===== src/assert_macros.svh =====
// Assertion macros used by the scheduler datapath.
// Needs clk in the scope of each use, and rst_n as well for ASSERT_CLK.
`ifndef ASSERT_MACROS_SVH
`define ASSERT_MACROS_SVH
`ifndef NO_ASSERTIONS
`define ASSERT_CLK(lbl, prop, msg) \
    lbl: assert property (@(posedge clk) disable iff (!rst_n) prop) \
        else $error(msg);
`define ASSERT_ALWAYS(lbl, prop, msg) \
    lbl: assert property (@(posedge clk) prop) \
        else $error(msg);
`else
`define ASSERT_CLK(lbl, prop, msg)
`define ASSERT_ALWAYS(lbl, prop, msg)
`endif
`endif


===== src/elsch_pkg.sv =====
// Package for the elevator scheduler: sizes, codes, FSM state and control structs.
// No dependencies.
package elsch_pkg;

    localparam int QUEUE_DEPTH = 16;
    localparam int FLOOR_BITS  = 6;
    localparam int CNT_W       = $clog2(QUEUE_DEPTH + 1);
    localparam int IDX_W       = $clog2(QUEUE_DEPTH);

    localparam int PADDR_W     = 3;
    localparam int PDATA_W     = 32;
    localparam int CFG_IDX_W   = PADDR_W - 2;

    localparam logic [CFG_IDX_W-1:0] REG_TOP_FLOOR = '0;

    localparam logic [1:0] DIR_IDLE = 2'b00;
    localparam logic [1:0] DIR_UP   = 2'b01;
    localparam logic [1:0] DIR_BAD  = 2'b10;
    localparam logic [1:0] DIR_DOWN = 2'b11;

    localparam logic [1:0] STATUS_OK      = 2'd0;
    localparam logic [1:0] STATUS_BAD_DIR = 2'd1;
    localparam logic [1:0] STATUS_FULL    = 2'd2;

    localparam logic OP_CALL = 1'b0;
    localparam logic OP_TICK = 1'b1;

    typedef enum logic [2:0] {
        ST_IDLE,
        ST_CALL,
        ST_PREP,
        ST_SCAN,
        ST_DECIDE,
        ST_REMOVE,
        ST_DONE
    } ctrl_state_t;

    typedef struct packed {
        logic load;
        logic do_call;
        logic do_prep;
        logic do_scan;
        logic do_decide;
        logic do_remove;
        logic out_load;
    } ctrl_cmd_t;

    typedef struct packed {
        logic req_is_call;
        logic both_empty;
        logic scan_done;
        logic out_free;
    } dp_status_t;

endpackage


===== src/elsch_ifs.sv =====
// Valid/ready channel interfaces for call/tick items and result items.
// Depends on elsch_pkg.
interface elsch_req_if;
    logic                                valid;
    logic                                ready;
    logic                                op;
    logic [elsch_pkg::FLOOR_BITS-1:0]    requested_floor;
    logic signed [1:0]                   call_direction;

    modport source (output valid, output op, output requested_floor,
                    output call_direction, input ready);
    modport sink   (input valid, input op, input requested_floor,
                    input call_direction, output ready);
endinterface

interface elsch_res_if;
    logic                                valid;
    logic                                ready;
    logic [1:0]                          status;
    logic [elsch_pkg::FLOOR_BITS-1:0]    car_floor;
    logic signed [1:0]                   travel_direction;
    logic                                arrived;
    logic [elsch_pkg::FLOOR_BITS-1:0]    arrived_floor;

    modport source (output valid, output status, output car_floor,
                    output travel_direction, output arrived,
                    output arrived_floor, input ready);
    modport sink   (input valid, input status, input car_floor,
                    input travel_direction, input arrived,
                    input arrived_floor, output ready);
endinterface


===== src/elevator_look_scheduler.sv =====
// Top level of the LOOK elevator scheduler: APB register, controller and datapath.
// Depends on elsch_pkg, elsch_ifs, elsch_ctrl and elsch_datapath.
//
//  channel   | kind        | contents
//  ----------+-------------+--------------------------------------------------
//  request   | valid/ready | op, requested_floor, call_direction
//  result    | valid/ready | status, car_floor, travel_direction, arrived,
//            |             | arrived_floor
//  apb       | APB write   | top_floor at byte address 0
//
// A call runs the call step and then loads the result; a tick runs prep, the head scan, decide and
// remove; the head scan reads the active queue over its RAM read port, one entry per cycle.
// A tick with both queues empty goes from prep straight to the result step.
// One transaction is in work at a time; a finished result waits in the output register while
// the next transaction is taken, and the last step stalls only while that register is full and result.ready is low.
// Reset is asynchronous and active low: car at floor 1, idle, both queues empty.
module elevator_look_scheduler (
    input  logic                              clk,
    input  logic                              rst_n,
    input  logic                              psel,
    input  logic                              penable,
    input  logic                              pwrite,
    input  logic [elsch_pkg::PADDR_W-1:0]     paddr,
    input  logic [elsch_pkg::PDATA_W-1:0]     pwdata,
    output logic [elsch_pkg::PDATA_W-1:0]     prdata,
    output logic                              pready,
    elsch_req_if.sink                         request,
    elsch_res_if.source                       result
);

    localparam int FB = elsch_pkg::FLOOR_BITS;

    logic [FB-1:0]                   top_floor_reg;
    logic [elsch_pkg::CFG_IDX_W-1:0] reg_idx;
    logic                            cfg_write;
    elsch_pkg::ctrl_cmd_t            cmd;
    elsch_pkg::dp_status_t           dp_status;
    logic                            in_ready;

    assign pready    = 1'b1;
    assign reg_idx   = paddr[elsch_pkg::PADDR_W-1:2];
    assign cfg_write = psel && penable && pwrite && pready;

    always_ff @(posedge clk or negedge rst_n)
    begin
        if (!rst_n)
        begin
            top_floor_reg <= FB'(1);
        end
        else if (cfg_write && (reg_idx == elsch_pkg::REG_TOP_FLOOR))
        begin
            top_floor_reg <= pwdata[FB-1:0];
        end
    end

    always_comb
    begin
        prdata = '0;
        if (reg_idx == elsch_pkg::REG_TOP_FLOOR)
        begin
            prdata = {{(elsch_pkg::PDATA_W - FB){1'b0}}, top_floor_reg};
        end
    end

    assign request.ready = in_ready;

    elsch_ctrl u_ctrl (
        .clk      (clk),
        .rst_n    (rst_n),
        .in_valid (request.valid),
        .status   (dp_status),
        .cmd      (cmd),
        .in_ready (in_ready)
    );

    elsch_datapath u_datapath (
        .clk       (clk),
        .rst_n     (rst_n),
        .top_floor (top_floor_reg),
        .cmd       (cmd),
        .status    (dp_status),
        .request   (request),
        .result    (result)
    );

endmodule


===== src/elsch_ram.sv =====
// Generic single-write, single-read RAM with registered read data.
// No dependencies.
module elsch_ram #(
    parameter int WIDTH = 8,
    parameter int DEPTH = 16
) (
    input  logic                     clk,
    input  logic                     we,
    input  logic [$clog2(DEPTH)-1:0] waddr,
    input  logic [WIDTH-1:0]         wdata,
    input  logic [$clog2(DEPTH)-1:0] raddr,
    output logic [WIDTH-1:0]         rdata
);

    logic [WIDTH-1:0] mem [DEPTH];
    logic [WIDTH-1:0] rdata_reg;

    always_ff @(posedge clk)
    begin
        if (we)
        begin
            mem[waddr] <= wdata;
        end
        rdata_reg <= mem[raddr];
    end

    assign rdata = rdata_reg;

endmodule


===== src/elsch_ctrl.sv =====
// Controller FSM of the scheduler: sequences call, prep, scan, decide, remove and result steps.
// Depends on elsch_pkg.
module elsch_ctrl (
    input  logic                  clk,
    input  logic                  rst_n,
    input  logic                  in_valid,
    input  elsch_pkg::dp_status_t status,
    output elsch_pkg::ctrl_cmd_t  cmd,
    output logic                  in_ready
);

    elsch_pkg::ctrl_state_t state_reg;
    elsch_pkg::ctrl_state_t state_next;

    always_ff @(posedge clk or negedge rst_n)
    begin
        if (!rst_n)
        begin
            state_reg <= elsch_pkg::ST_IDLE;
        end
        else
        begin
            state_reg <= state_next;
        end
    end

    always_comb
    begin
        state_next = state_reg;
        case (state_reg)
            elsch_pkg::ST_IDLE:
            begin
                if (in_valid)
                begin
                    state_next = status.req_is_call ? elsch_pkg::ST_CALL
                                                    : elsch_pkg::ST_PREP;
                end
            end
            elsch_pkg::ST_CALL:   state_next = elsch_pkg::ST_DONE;
            elsch_pkg::ST_PREP:
            begin
                state_next = status.both_empty ? elsch_pkg::ST_DONE
                                               : elsch_pkg::ST_SCAN;
            end
            elsch_pkg::ST_SCAN:
            begin
                if (status.scan_done)
                begin
                    state_next = elsch_pkg::ST_DECIDE;
                end
            end
            elsch_pkg::ST_DECIDE: state_next = elsch_pkg::ST_REMOVE;
            elsch_pkg::ST_REMOVE: state_next = elsch_pkg::ST_DONE;
            elsch_pkg::ST_DONE:
            begin
                if (status.out_free)
                begin
                    state_next = elsch_pkg::ST_IDLE;
                end
            end
            default:              state_next = elsch_pkg::ST_IDLE;
        endcase
    end

    always_comb
    begin
        cmd      = '0;
        in_ready = 1'b0;
        case (state_reg)
            elsch_pkg::ST_IDLE:
            begin
                in_ready = 1'b1;
                cmd.load = in_valid;
            end
            elsch_pkg::ST_CALL:   cmd.do_call   = 1'b1;
            elsch_pkg::ST_PREP:   cmd.do_prep   = 1'b1;
            elsch_pkg::ST_SCAN:   cmd.do_scan   = 1'b1;
            elsch_pkg::ST_DECIDE: cmd.do_decide = 1'b1;
            elsch_pkg::ST_REMOVE: cmd.do_remove = 1'b1;
            elsch_pkg::ST_DONE:   cmd.out_load  = status.out_free;
            default:              cmd           = '0;
        endcase
    end

endmodule


===== src/elsch_datapath.sv =====
// Datapath of the scheduler: car state, two request queues in RAM, head scan and result register.
// Depends on elsch_pkg, elsch_ifs, elsch_ram and assert_macros.svh.
`include "assert_macros.svh"

module elsch_datapath (
    input  logic                               clk,
    input  logic                               rst_n,
    input  logic [elsch_pkg::FLOOR_BITS-1:0]   top_floor,
    input  elsch_pkg::ctrl_cmd_t               cmd,
    output elsch_pkg::dp_status_t              status,
    elsch_req_if.sink                          request,
    elsch_res_if.source                        result
);

    localparam int FB = elsch_pkg::FLOOR_BITS;
    localparam int CW = elsch_pkg::CNT_W;
    localparam int IW = elsch_pkg::IDX_W;
    localparam logic [CW-1:0] DEPTH_C = CW'(elsch_pkg::QUEUE_DEPTH);

    logic          op_reg;
    logic [FB-1:0] floor_reg;
    logic [1:0]    dir_reg;

    logic [FB-1:0] car_reg, car_next;
    logic [1:0]    heading_reg, heading_next;
    logic [CW-1:0] up_cnt_reg, up_cnt_next;
    logic [CW-1:0] dn_cnt_reg, dn_cnt_next;
    logic          up_sel_reg, up_sel_next;
    logic [CW-1:0] idx_reg, idx_next;
    logic          pend_reg, pend_next;
    logic [IW-1:0] pend_idx_reg, pend_idx_next;
    logic [FB-1:0] best_val_reg, best_val_next;
    logic [IW-1:0] best_idx_reg, best_idx_next;
    logic          rm_reg, rm_next;
    logic [1:0]    status_reg, status_next;
    logic          arr_reg, arr_next;
    logic [FB-1:0] arr_floor_reg, arr_floor_next;
    logic          out_valid_reg, out_valid_next;

    logic [1:0]    o_status_reg;
    logic [FB-1:0] o_car_reg;
    logic [1:0]    o_heading_reg;
    logic          o_arr_reg;
    logic [FB-1:0] o_arr_floor_reg;

    logic          up_we, dn_we;
    logic [IW-1:0] up_waddr, dn_waddr, raddr;
    logic [FB-1:0] up_wdata, dn_wdata, up_rdata, dn_rdata;

    logic [FB-1:0] top_eff;
    logic [CW-1:0] cnt_a, cnt_o;
    logic [CW-1:0] last_cnt;
    logic [FB-1:0] rd_a;
    logic          issue;
    logic          better;
    logic          behind;
    logic          dropped;
    logic [FB-1:0] new_car;
    logic [1:0]    h;
    logic          out_free;
    logic [4:0]    cmd_vec;

    elsch_ram #(.WIDTH(FB), .DEPTH(elsch_pkg::QUEUE_DEPTH)) u_up_ram (
        .clk   (clk),
        .we    (up_we),
        .waddr (up_waddr),
        .wdata (up_wdata),
        .raddr (raddr),
        .rdata (up_rdata)
    );

    elsch_ram #(.WIDTH(FB), .DEPTH(elsch_pkg::QUEUE_DEPTH)) u_dn_ram (
        .clk   (clk),
        .we    (dn_we),
        .waddr (dn_waddr),
        .wdata (dn_wdata),
        .raddr (raddr),
        .rdata (dn_rdata)
    );

    assign top_eff  = (top_floor == '0) ? FB'(1) : top_floor;
    assign cnt_a    = up_sel_reg ? up_cnt_reg : dn_cnt_reg;
    assign cnt_o    = up_sel_reg ? dn_cnt_reg : up_cnt_reg;
    assign last_cnt = cnt_a - CW'(1);
    assign rd_a     = up_sel_reg ? up_rdata : dn_rdata;
    assign issue    = (idx_reg < cnt_a);
    assign better   = up_sel_reg ? (rd_a < best_val_reg) : (rd_a > best_val_reg);
    assign behind   = up_sel_reg ? (best_val_reg < car_reg) : (best_val_reg > car_reg);
    assign out_free = !out_valid_reg || result.ready;
    assign cmd_vec  = {cmd.do_call, cmd.do_prep, cmd.do_scan, cmd.do_decide, cmd.do_remove};

    assign status.req_is_call = (request.op == elsch_pkg::OP_CALL);
    assign status.both_empty  = (up_cnt_reg == '0) && (dn_cnt_reg == '0);
    assign status.scan_done   = !issue && !pend_reg;
    assign status.out_free    = out_free;

    always_comb
    begin
        car_next       = car_reg;
        heading_next   = heading_reg;
        up_cnt_next    = up_cnt_reg;
        dn_cnt_next    = dn_cnt_reg;
        up_sel_next    = up_sel_reg;
        idx_next       = idx_reg;
        pend_next      = pend_reg;
        pend_idx_next  = pend_idx_reg;
        best_val_next  = best_val_reg;
        best_idx_next  = best_idx_reg;
        rm_next        = rm_reg;
        status_next    = status_reg;
        arr_next       = arr_reg;
        arr_floor_next = arr_floor_reg;
        up_we          = 1'b0;
        dn_we          = 1'b0;
        up_waddr       = up_cnt_reg[IW-1:0];
        dn_waddr       = dn_cnt_reg[IW-1:0];
        up_wdata       = floor_reg;
        dn_wdata       = floor_reg;
        raddr          = idx_reg[IW-1:0];
        dropped        = 1'b0;
        new_car        = car_reg;
        h              = heading_reg;

        if (cmd.load)
        begin
            status_next    = elsch_pkg::STATUS_OK;
            arr_next       = 1'b0;
            arr_floor_next = '0;
        end

        if (cmd.do_call)
        begin
            if (dir_reg == elsch_pkg::DIR_BAD)
            begin
                status_next = elsch_pkg::STATUS_BAD_DIR;
            end
            else if (dir_reg == elsch_pkg::DIR_UP)
            begin
                if (up_cnt_reg >= DEPTH_C)
                begin
                    status_next = elsch_pkg::STATUS_FULL;
                end
                else
                begin
                    if (heading_reg == elsch_pkg::DIR_IDLE)
                    begin
                        heading_next = dir_reg;
                    end
                    up_we       = 1'b1;
                    up_cnt_next = up_cnt_reg + CW'(1);
                end
            end
            else
            begin
                if (dn_cnt_reg >= DEPTH_C)
                begin
                    status_next = elsch_pkg::STATUS_FULL;
                end
                else
                begin
                    if (heading_reg == elsch_pkg::DIR_IDLE)
                    begin
                        heading_next = dir_reg;
                    end
                    dn_we       = 1'b1;
                    dn_cnt_next = dn_cnt_reg + CW'(1);
                end
            end
        end

        if (cmd.do_prep)
        begin
            if ((up_cnt_reg == '0) && (dn_cnt_reg == '0))
            begin
                heading_next = elsch_pkg::DIR_IDLE;
            end
            else
            begin
                if (h == elsch_pkg::DIR_IDLE)
                begin
                    h = (up_cnt_reg != '0) ? elsch_pkg::DIR_UP : elsch_pkg::DIR_DOWN;
                end
                if ((h == elsch_pkg::DIR_UP) && (up_cnt_reg == '0))
                begin
                    h = elsch_pkg::DIR_DOWN;
                end
                else if ((h == elsch_pkg::DIR_DOWN) && (dn_cnt_reg == '0))
                begin
                    h = elsch_pkg::DIR_UP;
                end
                heading_next = h;
                up_sel_next  = (h == elsch_pkg::DIR_UP);
            end
            idx_next  = '0;
            pend_next = 1'b0;
        end

        if (cmd.do_scan)
        begin
            if (pend_reg && ((pend_idx_reg == '0) || better))
            begin
                best_val_next = rd_a;
                best_idx_next = pend_idx_reg;
            end
            pend_next     = issue;
            pend_idx_next = idx_reg[IW-1:0];
            if (issue)
            begin
                idx_next = idx_reg + CW'(1);
            end
        end

        if (cmd.do_decide)
        begin
            raddr   = last_cnt[IW-1:0];
            rm_next = 1'b0;
            if (behind)
            begin
                heading_next = up_sel_reg ? elsch_pkg::DIR_DOWN : elsch_pkg::DIR_UP;
                if (cnt_o < DEPTH_C)
                begin
                    rm_next = 1'b1;
                    if (up_sel_reg)
                    begin
                        dn_we       = 1'b1;
                        dn_wdata    = best_val_reg;
                        dn_cnt_next = dn_cnt_reg + CW'(1);
                    end
                    else
                    begin
                        up_we       = 1'b1;
                        up_wdata    = best_val_reg;
                        up_cnt_next = up_cnt_reg + CW'(1);
                    end
                end
            end
            else
            begin
                if (best_val_reg != car_reg)
                begin
                    if (up_sel_reg)
                    begin
                        if (car_reg < top_eff)
                        begin
                            new_car = car_reg + FB'(1);
                        end
                        else
                        begin
                            dropped = 1'b1;
                        end
                    end
                    else
                    begin
                        if (car_reg > FB'(1))
                        begin
                            new_car = car_reg - FB'(1);
                        end
                        else
                        begin
                            dropped = 1'b1;
                        end
                    end
                end
                car_next = new_car;
                if (dropped)
                begin
                    rm_next = 1'b1;
                end
                else if (best_val_reg == new_car)
                begin
                    rm_next        = 1'b1;
                    arr_next       = 1'b1;
                    arr_floor_next = best_val_reg;
                end
            end
        end

        if (cmd.do_remove && rm_reg)
        begin
            if (up_sel_reg)
            begin
                up_we       = 1'b1;
                up_waddr    = best_idx_reg;
                up_wdata    = up_rdata;
                up_cnt_next = up_cnt_reg - CW'(1);
            end
            else
            begin
                dn_we       = 1'b1;
                dn_waddr    = best_idx_reg;
                dn_wdata    = dn_rdata;
                dn_cnt_next = dn_cnt_reg - CW'(1);
            end
            if ((cnt_a == CW'(1)) && (cnt_o == '0))
            begin
                heading_next = elsch_pkg::DIR_IDLE;
            end
        end
    end

    always_comb
    begin
        out_valid_next = out_valid_reg && !result.ready;
        if (cmd.out_load)
        begin
            out_valid_next = 1'b1;
        end
    end

    always_ff @(posedge clk or negedge rst_n)
    begin
        if (!rst_n)
        begin
            car_reg       <= FB'(1);
            heading_reg   <= elsch_pkg::DIR_IDLE;
            up_cnt_reg    <= '0;
            dn_cnt_reg    <= '0;
            pend_reg      <= 1'b0;
            out_valid_reg <= 1'b0;
        end
        else
        begin
            car_reg       <= car_next;
            heading_reg   <= heading_next;
            up_cnt_reg    <= up_cnt_next;
            dn_cnt_reg    <= dn_cnt_next;
            pend_reg      <= pend_next;
            out_valid_reg <= out_valid_next;
        end
    end

    always_ff @(posedge clk)
    begin
        if (cmd.load)
        begin
            op_reg    <= request.op;
            floor_reg <= request.requested_floor;
            dir_reg   <= request.call_direction;
        end
        up_sel_reg    <= up_sel_next;
        idx_reg       <= idx_next;
        pend_idx_reg  <= pend_idx_next;
        best_val_reg  <= best_val_next;
        best_idx_reg  <= best_idx_next;
        rm_reg        <= rm_next;
        status_reg    <= status_next;
        arr_reg       <= arr_next;
        arr_floor_reg <= arr_floor_next;
        if (cmd.out_load)
        begin
            o_status_reg    <= (op_reg == elsch_pkg::OP_TICK) ? elsch_pkg::STATUS_OK
                                                               : status_reg;
            o_car_reg       <= car_reg;
            o_heading_reg   <= heading_reg;
            o_arr_reg       <= arr_reg;
            o_arr_floor_reg <= arr_floor_reg;
        end
    end

    assign result.valid            = out_valid_reg;
    assign result.status           = o_status_reg;
    assign result.car_floor        = o_car_reg;
    assign result.travel_direction = o_heading_reg;
    assign result.arrived          = o_arr_reg;
    assign result.arrived_floor    = o_arr_floor_reg;

    `ASSERT_ALWAYS(a_cnt_bound, (up_cnt_reg <= DEPTH_C) && (dn_cnt_reg <= DEPTH_C), "queue count beyond depth")
    `ASSERT_CLK(a_heading_code, heading_reg != elsch_pkg::DIR_BAD, "heading holds the bad code")
    `ASSERT_CLK(a_car_nonzero, car_reg != '0, "car at floor zero")
    `ASSERT_CLK(a_cmd_onehot, $onehot0(cmd_vec), "more than one datapath step at once")
    `ASSERT_CLK(a_decide_nonempty, cmd.do_decide |-> (cnt_a != '0), "head chosen from an empty queue")
    `ASSERT_CLK(a_out_load, cmd.out_load |=> out_valid_reg, "result lost on load")

endmodule


===== src/flat_wrapper.sv =====
// flat-port wrapper written by rule: the top's interface ports become plain ports
module elevator_look_scheduler_flat 
  (clk, rst_n, psel, penable, pwrite, paddr, pwdata, prdata, pready, request_valid, request_op, request_requested_floor, request_call_direction, request_ready, result_valid, result_status, result_car_floor, result_travel_direction, result_arrived, result_arrived_floor, result_ready);
  elsch_req_if request_i ();
  elsch_res_if result_i ();
  input  logic clk;
  input  logic rst_n;
  input  logic psel;
  input  logic penable;
  input  logic pwrite;
  input  logic [elsch_pkg::PADDR_W-1:0] paddr;
  input  logic [elsch_pkg::PDATA_W-1:0] pwdata;
  output logic [elsch_pkg::PDATA_W-1:0] prdata;
  output logic pready;
  input wire logic [$bits(request_i.valid)-1:0] request_valid;
  input wire logic [$bits(request_i.op)-1:0] request_op;
  input wire logic [$bits(request_i.requested_floor)-1:0] request_requested_floor;
  input wire logic [$bits(request_i.call_direction)-1:0] request_call_direction;
  output wire logic [$bits(request_i.ready)-1:0] request_ready;
  output wire logic [$bits(result_i.valid)-1:0] result_valid;
  output wire logic [$bits(result_i.status)-1:0] result_status;
  output wire logic [$bits(result_i.car_floor)-1:0] result_car_floor;
  output wire logic [$bits(result_i.travel_direction)-1:0] result_travel_direction;
  output wire logic [$bits(result_i.arrived)-1:0] result_arrived;
  output wire logic [$bits(result_i.arrived_floor)-1:0] result_arrived_floor;
  input wire logic [$bits(result_i.ready)-1:0] result_ready;
  assign request_i.valid = request_valid;
  assign request_i.op = request_op;
  assign request_i.requested_floor = request_requested_floor;
  assign request_i.call_direction = request_call_direction;
  assign request_ready = request_i.ready;
  assign result_valid = result_i.valid;
  assign result_status = result_i.status;
  assign result_car_floor = result_i.car_floor;
  assign result_travel_direction = result_i.travel_direction;
  assign result_arrived = result_i.arrived;
  assign result_arrived_floor = result_i.arrived_floor;
  assign result_i.ready = result_ready;
  elevator_look_scheduler u_core (.clk(clk), .rst_n(rst_n), .psel(psel), .penable(penable), .pwrite(pwrite), .paddr(paddr), .pwdata(pwdata), .prdata(prdata), .pready(pready), .request(request_i), .result(result_i));
endmodule

===== config.mk =====
export PLATFORM = sky130hd
export DESIGN_NAME = elevator_look_scheduler_flat
export DESIGN_NICKNAME = d
export VERILOG_FILES = /design/src/elsch_pkg.sv /design/src/elsch_ifs.sv /design/src/elevator_look_scheduler.sv /design/src/elsch_ram.sv /design/src/elsch_ctrl.sv /design/src/elsch_datapath.sv /design/src/flat_wrapper.sv
export VERILOG_INCLUDE_DIRS = /design/src /design/src/src
export SDC_FILE = /design/constraint.sdc
export NUM_CORES = 1
export LEC_CHECK = 0
export ABC_AREA = 1
export ABC_CLOCK_PERIOD_IN_PS = 3190
export BUFFER_PORTS_ARGS = -buffer_cell sky130_fd_sc_hd__clkbuf_2
export CAP_MARGIN = 5
export CORE_ASPECT_RATIO = 0.5
export CORE_MARGIN = 2
export CORE_UTILIZATION = 30
export CTS_CLUSTER_DIAMETER = 150
export DETAILED_ROUTE_END_ITERATION = 16
export PLACE_DENSITY = 0.5
export RECOVER_POWER = 100
export SETUP_SLACK_MARGIN = 0.15
export SLEW_MARGIN = 20
export SYNTH_ARGS = -nofsm -noshare
export SYNTH_HDL_FRONTEND = slang
export SYNTH_SLANG_ARGS = --single-unit

===== constraint.sdc =====
create_clock -name clk -period 3.19 [get_ports clk]
set_clock_uncertainty 0.1 [all_clocks]
set_input_delay 0.1595 -clock clk [delete_from_list [all_inputs] [get_ports clk]]
set_output_delay 0.1595 -clock clk [all_outputs]
set_load 0.005 [all_outputs]

## Word level (Yosys, flattened, before mapping)

Memory sizes are Yosys's and may differ from the RTL's. A register that Yosys moved wholly into a read port is not among the register bits.
Cells that the tools add are included.

| operators by class | value |
|---|---|
| equal/unequal tests | 17 |
| magnitude comparators | 10 |
| bitwise operators | 3 |
| mux-type cells | 141 |
| add/sub/neg operators | 8 |
| reduce and logical (&&, ||, !) cells | 31 |

Operator list:

| operator | count |
|---|---|
| $mux 6 | 26 |
| $mux 5 | 25 |
| $mux 2 | 28 |
| $mux 1 | 52 |
| $mux 4 | 5 |
| $lt 6x6->1 | 3 |
| $pmux 3 s6 | 1 |
| $add 5x1->5 const B | 3 |
| $logic_not 5->1 | 3 |
| $gt 6x6->1 | 2 |
| $mux 3 | 4 |
| $logic_and 1x1->1 | 11 |
| $ge 5x5->1 const B | 2 |
| $sub 5x1->5 const B | 2 |
| $eq 3x3->1 const B | 3 |
| $add 6x1->6 const B | 1 |
| $eq 2x1->1 const B | 3 |
| $eq 3x2->1 const B | 2 |
| $eq 6x6->1 | 1 |
| $gt 6x1->1 const B | 1 |
| $logic_not 6->1 | 1 |
| $ne 6x6->1 | 1 |
| $reduce_and 2->1 | 3 |
| $sub 6x1->6 const B | 1 |
| other kinds (18) | 26 |

| word-level totals | value |
|---|---|
| flip-flop bits (word level) | 85 |
| logic and storage cells | 237 |
| input bits | 51 |
| output and inout bits | 52 |
| bits in writable memories | 192 |
| memories kept | 2 |

Memory list:

| name | words | width | read ports | clocked after memory_dff | wr ports | line | RTL |
|---|---|---|---|---|---|---|---|
| u_core.u_datapath.u_dn_ram.mem | 16 | 6 | 1 | 1 | 1 | elsch_ram.sv:15 | `logic [WIDTH-1:0] mem [DEPTH];` |
| u_core.u_datapath.u_up_ram.mem | 16 | 6 | 1 | 1 | 1 | elsch_ram.sv:15 |  |

## Depth between registers and ports, before layout

Gate-level depths: netlist of run 1.

| depth | value |
|---|---|
| word-level depth | 17 |
| mapped depth | 20 |
| gate-level depth less buffers | 20 |

## Least setup slack after synthesis of run 1

OpenSTA, ideal clock, no wires.

| timing path | value |
|---|---|
| kind | register -> register |
| start point | register u_core.u_datapath.car_reg[5] |
| end point | memory u_core.u_datapath.u_dn_ram.mem[7][0] in the netlist's numbering (enable) |
| arrival time | 2.551 ns |
| path slack | 0.162 ns |
| library setup time | 0.377 ns |
| stages on the path, launching flop included | 18 |
| period minus slack after synthesis | 3.028 ns |
| buffers on the path | 0 |
| cells stage by stage | dfrtp_1 > clkinv_1 > ha_1 > nand2_1 > nor2_1 > nand3_2 > inv_2 > nor2_4 > o21ai_2 > nand2_1 > inv_2 > nor2_4 > nand3_4 > nand2_2 > inv_2 > nand2_2 > nand2_1 > nor3_1 |

| on the way | value |
|---|---|
| cells in the longest elaborated chain, start to end | 8 |
| elaborated cells on any way between the ends | 9 |
| classes of those cells | 2 x order compare; 7 x mux |

RTL lines:

| element | line | RTL |
|---|---|---|
| from (decl) | elsch_datapath.sv:24 | `logic [FB-1:0] car_reg, car_next;` |
| from (signal assigned) | elsch_datapath.sv:323 | `car_reg <= car_next;` |
| $gt 6x6->1 / $lt 6x6->1 (equally long branches) | elsch_datapath.sv:88 | `assign behind = up_sel_reg ? (best_val_reg < car_reg) : (best_val_reg > car_reg);` |
| $mux 1 (*) | elsch_datapath.sv:88 |  |
| $mux 1 (*) | elsch_datapath.sv:217 | `if (behind)` |
| $mux 1 (*) | elsch_datapath.sv:213 | `if (cmd.do_decide)` |
| $mux 1 | elsch_datapath.sv:280 | `if (up_sel_reg)` |
| $mux 1 (*) | elsch_datapath.sv:278 | `if (cmd.do_remove && rm_reg)` |
| $mux 1 (*) | elsch_ram.sv:20 | `if (we)` |
| $mux 1 (implied by the code) (*) | elsch_ram.sv:22 | `mem[waddr] <= wdata;` |
| to (decl) | elsch_ram.sv:15 |  |

Mark *: on every way between the ends. The rest lies on a longest branch, timed or not.

## Final worst setup path of run 1

| timing path | value |
|---|---|
| start point | register u_core.u_datapath.up_sel_reg |
| end point | register u_core.u_datapath.u_dn_ram.rdata_reg[1] (netlist: u_core.u_datapath.u_dn_ram.rdata[1]), read port of u_core.u_datapath.u_dn_ram.mem |

| on the way | value |
|---|---|
| cells in the longest elaborated chain, start to end | 3 |

RTL lines:

| element | line | RTL |
|---|---|---|
| from (decl) | elsch_datapath.sv:28 | `logic up_sel_reg, up_sel_next;` |
| from (signal assigned) | elsch_datapath.sv:340 | `up_sel_reg <= up_sel_next;` |
| $mux 5 | elsch_datapath.sv:82 | `assign cnt_a = up_sel_reg ? up_cnt_reg : dn_cnt_reg;` |
| $sub 4x1->4 | elsch_datapath.sv:84 | `assign last_cnt = cnt_a - CW'(1);` |
| $mux 4 | elsch_datapath.sv:213 |  |
| to (decl) | elsch_ram.sv:16 | `logic [WIDTH-1:0] rdata_reg;` |

Every way passes these cells.
A chain may end at the register's enable or synchronous reset.

==> results of run 1 <==
## worst min-delay path, cell delays in order
cell and delay [ps]:
clkbuf_2 80, nand4_1 300, a21oi_1 120
## cell type report
class / count / share of cell area (%)
Sequential cell: 289 / 52.1
Clock buffer: 39 / 5.01
Inverter: 145 / 3.46
Timing Repair Buffer: 133 / 5.80
Multi-Input combinational cell: 839 / 27.9
Clock inverter: 17 / 1.02
Tap cell: 598 / 4.71
## cell families (layout without fill, tap and decap cells)
family / count (synthesis) / after routing
xor gates and xnor gates: 14 / 14
buffers and inverters: 218 / 334
muxes: 6 / 6
AOI/OAI and AO/OA: 230 / 230
DFF: 289 / 289
and+or+nand+nor: 531 / 531
other: 2 / 27
adders and majority gates: 31 / 31
## path summary, 6_finish.rpt
check | start | endpoint | cells after the start
hold reg to reg | u_core.u_datapath.arr_floor_reg[2] | u_core.u_datapath.result.arrived_floor[2] | 0
setup reg to reg | u_core.u_datapath.up_sel_reg | u_core.u_datapath.u_dn_ram.rdata[1] | 8
setup / recovery | u_core.u_datapath.up_sel_reg | u_core.u_datapath.u_dn_ram.rdata[1] | 8
min in group asynchronous | rst_n | u_core.u_datapath.pend_reg | 2
max in group asynchronous | rst_n | u_core.top_floor_reg[5] | 2
hold / removal | pwrite | u_core.top_floor_reg[5] | 3
## routing by layer
metal | up-vias | share of wire (%) | routed length, um
li1 | 4739 | - | -
met2 | 222 | 46 | 15600
met4 | 0 | 1.7 | 563
met5 | - | 0 | 0
met3 | 38 | 4.5 | 1530
met1 | 4625 | 48 | 16200
## where the power goes
part           internal, mW  switching [mW]
Sequential             4.69           0.264
Combinational          1.64            3.44
Clock                  1.92            1.51
## repair_timing
item	in CTS	in global routing
endpoints found under the setup margin	0	253
endpoints found under the hold margin	46	0
setup buffers	0	5
hold buffers	19	0
gates resized for setup	0	29
## layout by cell type (no fill, tap or decap), types with 27 or more instances in the layout
| cell type | count |
|---|---|
| a21oi_1 | 30 |
| buf_4 | 38 |
| clkbuf_1 | 34 |
| clkbuf_16 | 30 |
| clkbuf_2 | 41 |
| conb_1 | 27 |
| dfrtp_1 | 27 |
| edfxtp_1 | 234 |
| ha_1 | 31 |
| inv_1 | 119 |
| nand2_1 | 196 |
| nand3_1 | 42 |
| nor2_1 | 225 |
| nor3_1 | 30 |
| o21ai_0 | 90 |
==> results.ini, run 1 <==
[placement]
placed_area_mm2 = 0.0148
port_buffers = 47
globalplace.congestion = 0.829
dp.final_hpwl_mm = 23.0
dp_slack_ps = 214
dp.cells = 1980

[die]
die_y_um = 155
core_area_mm2 = 0.0450
die_w_um = 305
io_pins = 103
dieArea_mm2 = 0.0472
initial_core_util_pct = 30.3
rows = 55

[routing]
drt-wirelength-per-cell_um = 16.5
drt_iter0_drc = 734
drc = 0
drtAntennaViolNets = 0
drtPass1Iterations = 5
viasPerCell = 4.67
vias = 9624
routed_wl_mm = 33.9

[finish]
finalInstanceArea_mm2 = 0.0159
fin_cells = 2060
nets = 1520
reg_top3 = u_core.u_datapath.u_dn_ram.mem x96, u_core.u_datapath.u_up_ram.mem x96
drive_gt1_share_pct = 12.4
multi_input_area_mm2 = 0.00442
postLayoutCoreUtil_pct = 35.3
seqCellArea_mm2 = 0.00828
syn2layout_area_growth_pct = 16.6
fillCellCount = 4520
antenna_cells = 0

[yosys]
ys_warn_count = 0
synth_edf_count = 234
synth_top_area_cell = edfxtp_1
synthCells = 1321
yosysUniqueCellTypes = 57
synth.cells.most_frequent = edfxtp_1, nor2_1, nand2_1
yosysMostFrequentCell = edfxtp_1
synthAdderAreaFrac_pct = 2.85
synth-simple-area-share_pct = 16.6
synth_area_mm2 = 0.0136
yosysSeqAreaShare_pct = 60.8
synth_ff_type = edfxtp_1
synth_compound_area_share_pct = 10.9
synth_area_leaders = edfxtp_1, nor2_1, nand2_1
async_flop_share_pct = 10.0
yosys.area_share.xor_xnor_pct = 0.900
synth_top_area_share_pct = 51.6
avgSynthCellArea_um2 = 10.3
muxShareOfSynthArea_pct = 0.441
synth_top_family_by_area = simple AND/OR/NAND/NOR gates
synth-seq-cells = 289

[setup_path]
endpoint_kind = register
worstSetupStartpointType = register
cpPeakStageDelay_ps = 630
cp_slowest_cell = o311ai_0
crit_arrival_ps = 3310
path_max_fanout = 57
worstPathRequired_ps = 3540
worst-setup-path-type = reg2reg
crit_family = compound AO/OA/AOI/OAI gates
r2r_slack_ps = 230
crit_chain = clkbuf_1, o21a_1, ha_1, o21ai_4, buf_12, nor3_1, o311ai_0, nand2_1
worst-path-buf-inv = 2

[status]
status = finished with violations
violations = max-capacitance violations, max-slew violations

[cts]
clk-insertion-delay-late_ps = 590
h-tree-depth = 1
cts_tree = done
cts.clk_slew.worst_paths_ps = 60
cts_buffer_depth = 3
numCtsBuffers = 30
cts_sinks = 289
clockRootBuffer = clkbuf_16

[sta]
max_freq_mhz = 338
final_hold_viol_count = 0
period_share_pct = 92.8
fin_setup_tns_ps = 0
maxSlewViolCount = 30
setup_violations = 0
rsz0062_at_grt = true
hold_slack_ps = 30.9
worst_pin_slew_ps = 1910
setup_ws_ps = 229
max-slew-margin-rel_pct = -27.6
period_minus_slack_ps = 2960

[global_route]
globalRouteMet2Util_pct = 23.4
grt_busiest_layer = met2
use_met3_pct = 1.86
grt_max_degree = 66
track_usage_pct = 14.2
grt_pass1_wl_mm = 53.0
antenna_found_initial = 0
grt_pass1_vias = 9092
overflow = 0
grtUsageMet1_pct = 20.3

[power_and_ir_drop]
power_density_mw_per_mm2 = 848
p_total_mw = 13.5
vdd_drop_max_mv = 0.362
p_leak_nw = 6.39

[worst_hold_path]
holdCritPathClass = in2reg

[flow_run]
cap_violations = 1

Note: power is estimated with default switching activity, not from simulation.
==> run 2: changes to the inputs <==
Settings changed: ABC_CLOCK_PERIOD_IN_PS 3190 to 3100, CTS_BUF_LIST set to sky130_fd_sc_hd__clkbuf_8, PLACE_DENSITY 0.5 to 0.49.
Clock period 3.19 ns to 3.1 ns, I/O delays scaled along.
==> run 2 against run 1 <==
Net effect:
- the run still ends with max-capacitance violations, max-slew violations left
- wire length rose by 2.7%
- via count rose by 3.0%
- combinational power rose by 6.1%
- register-to-register slack got worse by 50 ps
- largest cell class unchanged
- cell area fell by 0.20%
- first-iteration DRC count rose by 1.4%
- non-clock buffer count rose by 2
- final cell count rose by 1.4%
==> results.ini, run 2 (synthesis results as in run 1) <==
[worst_hold_path]
holdCritPathClass = in2reg  ; unchanged

[finish]
final_cell_mix = edfxtp_1, nor2_1, nand2_1  ; unchanged
mostFrequentLayoutCell = edfxtp_1  ; unchanged
antenna_cells = 0  ; unchanged
postLayoutCoreUtil_pct = 35.2  ; was 35.3%
syn2layout_area_growth_pct = 16.3  ; was 16.6%
nets = 1538  ; was 1520
reg_top3 = u_core.u_datapath.u_dn_ram.mem x96, u_core.u_datapath.u_up_ram.mem x96  ; unchanged
drive_gt1_share_pct = 14.2  ; was 12.4%

[status]
violations = max-capacitance violations, max-slew violations  ; unchanged
status = finished with violations  ; unchanged

[cts]
clk-insertion-delay-late_ps = 590  ; about the same
h-tree-depth = 2  ; was 1
cts.clk_slew.worst_paths_ps = 60  ; about the same
cts_sinks = 289  ; unchanged
cts_tree = done  ; unchanged
numCtsBuffers = 46  ; was 30
clockRootBuffer = clkbuf_8  ; was clkbuf_16
cts_buffer_depth = 3  ; unchanged

[routing]
viasPerCell = 4.75  ; was 4.67
drtPass1Iterations = 5  ; unchanged
drt_iter0_drc = 744  ; was 734
drtAntennaViolNets = 0  ; unchanged
drc = 0  ; unchanged
routed_wl_mm = 34.8  ; was 33.9 mm
drt-wirelength-per-cell_um = 16.7  ; was 16.5 um
vias = 9915  ; was 9624

[sta]
final_hold_viol_count = 0  ; unchanged
rsz0062_at_grt = false  ; was true
period_minus_slack_ps = 2920  ; was 2960 ps
fin_setup_tns_ps = 0  ; unchanged
setup_violations = 0  ; unchanged
maxSlewViolCount = 30  ; unchanged
period_share_pct = 94.3  ; was 92.8%
hold_slack_ps = 200  ; was 30.9 ps
max-slew-margin-rel_pct = -26.5  ; was -27.6%
worst_pin_slew_ps = 1900  ; was 1910 ps
max_freq_mhz = 342  ; was 338 MHz

[power_and_ir_drop]
cell_internal_pwr_mw = 7.96  ; was 8.25 mW
p_leak_nw = 6.42  ; was 6.39 nW
clkPwrFrac_pct = 22.1  ; was 25.5%
power_density_mw_per_mm2 = 849  ; was 848 mW/mm2
pwr-share-comb_pct = 40.0  ; was 37.7%
vdd_drop_max_mv = 0.450  ; was 0.362 mV
switchingPower_mw = 5.50  ; was 5.21 mW
swShare_pct = 40.9  ; was 38.7%
seqPwrFrac_pct = 37.9  ; was 36.8%

[global_route]
grt_pass1_wl_mm = 53.5  ; was 53.0 mm
overflow = 0  ; unchanged
grt_pass1_vias = 9523  ; was 9092
antenna_found_initial = 0  ; unchanged
grt_max_degree = 89  ; was 66
track_usage_pct = 14.4  ; was 14.2%

[setup_path]
worstSetupStartpointType = register  ; unchanged
crit_arrival_ps = 3260  ; was 3310 ps
endpoint_kind = register  ; unchanged
path_max_fanout = 39  ; was 57
worstPathRequired_ps = 3440  ; was 3540 ps
worst-setup-path-type = reg2reg  ; unchanged

[placement]
globalplace.congestion = 0.855  ; was 0.829
dp.final_hpwl_mm = 23.3  ; was 23.0 mm
port_buffers = 47  ; unchanged

[die]
io_pins = 103  ; unchanged
die_w_um = 305  ; unchanged
dieArea_mm2 = 0.0472  ; unchanged
core_area_mm2 = 0.0450  ; unchanged
rows = 55  ; unchanged
die_y_um = 155  ; unchanged
initial_core_util_pct = 30.3  ; unchanged

[flow_run]
cap_violations = 1  ; unchanged

-- run 2: cell types whose count changed in the layout (fill, tap and decap cells not counted), sizes merged --
cell	previous run	this run
buf	46	51
bufinv	2	0
clkinv	14	19
clkinvlp	2	1
dlygate4sd3	19	24
inv	144	160
-- run 2: power by group through the flow --
stage | logic (mW) | clock network [mW] | registers (mW)
finish | 5.39 | 2.97 | 5.10
global route | 6.00 | 3.25 | 5.14
CTS | 5.33 | 3.08 | 5.11
detailed placement | 5.26 | 0 | 5.18
global placement | 5.21 | 0 | 5.17
floorplan | 3.55 | 0 | 5.12
-- run 2: per-layer routing --
metal | part of all wire (%) | GRT usage, % | up-vias
li1 | - | - | 4782
met1 | 49 | 20.6 | 4753
met2 | 44 | 22.6 | 325
met3 | 5.7 | 2.29 | 55
met4 | 1.9 | 3.89 | 0
met5 | 0 | 0 | -
-- run 2: timing repair --
action	in CTS	in global routing
cloned	0	1
pin swaps	0	3
setup endpoints to repair	35	298
hold buffers	24	0
buffers inserted	0	3
gates resized for setup	6	48
endpoints found under the hold margin	46	0
-- run 2: final timing paths --
path / cells after the start / endpoint / slack [ps] / from
worst max-delay path: 11 / u_core.u_datapath.u_dn_ram.rdata[0] / 180 / u_core.u_datapath.up_sel_reg
worst min-delay path: 2 / u_core.u_datapath.floor_reg[0] / 200 / request_requested_floor[0]
worst max register to register: 11 / u_core.u_datapath.u_dn_ram.rdata[0] / 180 / u_core.u_datapath.up_sel_reg
worst min register to register: 0 / u_core.u_datapath.result.arrived_floor[4] / 330 / u_core.u_datapath.arr_floor_reg[4]
max in group asynchronous: 2 / u_core.u_datapath.heading_reg[0] / 1270 / rst_n
min in group asynchronous: 2 / u_core.u_datapath.up_cnt_reg[0] / 520 / rst_n
-- run 2: area by class of cell --
type                       count  area (um2)
fill                        4547       29200
sequential                   289        8280
multi-input combinational    839        4460
timing repair buffer         135         993
tap                          598         748
clock buffer                  47         647
inverter                     145         549
clock inverter                35         166
-- run 2: critical path: stages, from the launching register on --
cell,delay [ps]
edfxtp_1,360
buf_4,190
inv_1,210
buf_4,220
nor2_1,70
a21oi_1,230
xnor2_1,100
nand2_1,80
o21a_4,460
o311ai_0,400
o311ai_0,200
nand2_1,150
-- run 2: metrics by stage --
step           cells  setup WS, ps  power [mW]  area, um2
2_1_floorplan   1346           187        8.67      13700
3_5_place_dp    1978           101        10.4      14800
5_1_grt         2088          80.6        14.4      15800
6_report        2088           176        13.5      15800
3_3_place_gp    1978          96.3        10.4      14800
4_1_cts         2084           150        13.5      15800
==> run 3: changes to the inputs <==
Settings changed: CORE_ASPECT_RATIO 0.5 to unset, CORE_MARGIN 2 to unset, CORE_UTILIZATION 30 to unset, PLACE_DENSITY 0.49 to unset, SYNTH_HIERARCHICAL set to 1.
==> run 3 against run 2 <==
Net effect:
- the flow now stops in synthesis (1_2_yosys)
==> results.ini, run 3 <==
[status]
error_message = ERROR: Found 1 problems in 'check -assert'.
stop_stage = synthesis (1_2_yosys)
status = stopped before the end  ; was finished with violations

[yosys]
synth_top_family_by_area = simple AND/OR/NAND/NOR gates  ; unchanged
async_flop_share_pct = 10.0  ; unchanged
synthAdderAreaFrac_pct = 2.72  ; was 2.85%
synth_ff_type = edfxtp_1  ; unchanged
synth-seq-cells = 289  ; unchanged
muxShareOfSynthArea_pct = 0.351  ; was 0.441%
synth_area_leaders = edfxtp_1, nand2_1, nand3_1  ; was edfxtp_1, nor2_1, nand2_1
synth_edf_count = 234  ; unchanged
ys_chip_area_mm2 = 0.0143
yosysSeqAreaShare_pct = 58.1  ; was 60.8%
yosys.area_share.xor_xnor_pct = 0.676  ; was 0.900%
yosysMostFrequentCell = nand2_1  ; was edfxtp_1
ys_cells = 1567
synth_compound_area_share_pct = 4.30  ; was 10.9%
ys_warn_count = 0  ; unchanged
yosysUniqueCellTypes = 50  ; was 57
synth_top_area_cell = edfxtp_1  ; unchanged
synth-simple-area-share_pct = 23.6  ; was 16.6%
synth.cells.most_frequent = nand2_1, inv_1, edfxtp_1  ; was edfxtp_1, nor2_1, nand2_1
synth_top_area_share_pct = 49.3  ; was 51.6%

-- run 3: changes by cell type after synthesis, sizes merged, moves of 4 or more --
cell,change
nand2,+253
o21ai,-55
nand3,+161
nor3,-25
buf,+5
a21oi,-4
o311ai,-42
nand3b,+4
inv,+119
o21bai,-21
nor2,-139
-- run 3: kinds of logic after synthesis --
family	Yosys count
multiplexers	5
flip-flops	289
AND/OR/NAND/NOR	784
AO/OA/AOI/OAI	105
adder cells (fa/ha/maj)	31
other	3
buffers and inverters	339
XOR/XNOR	11
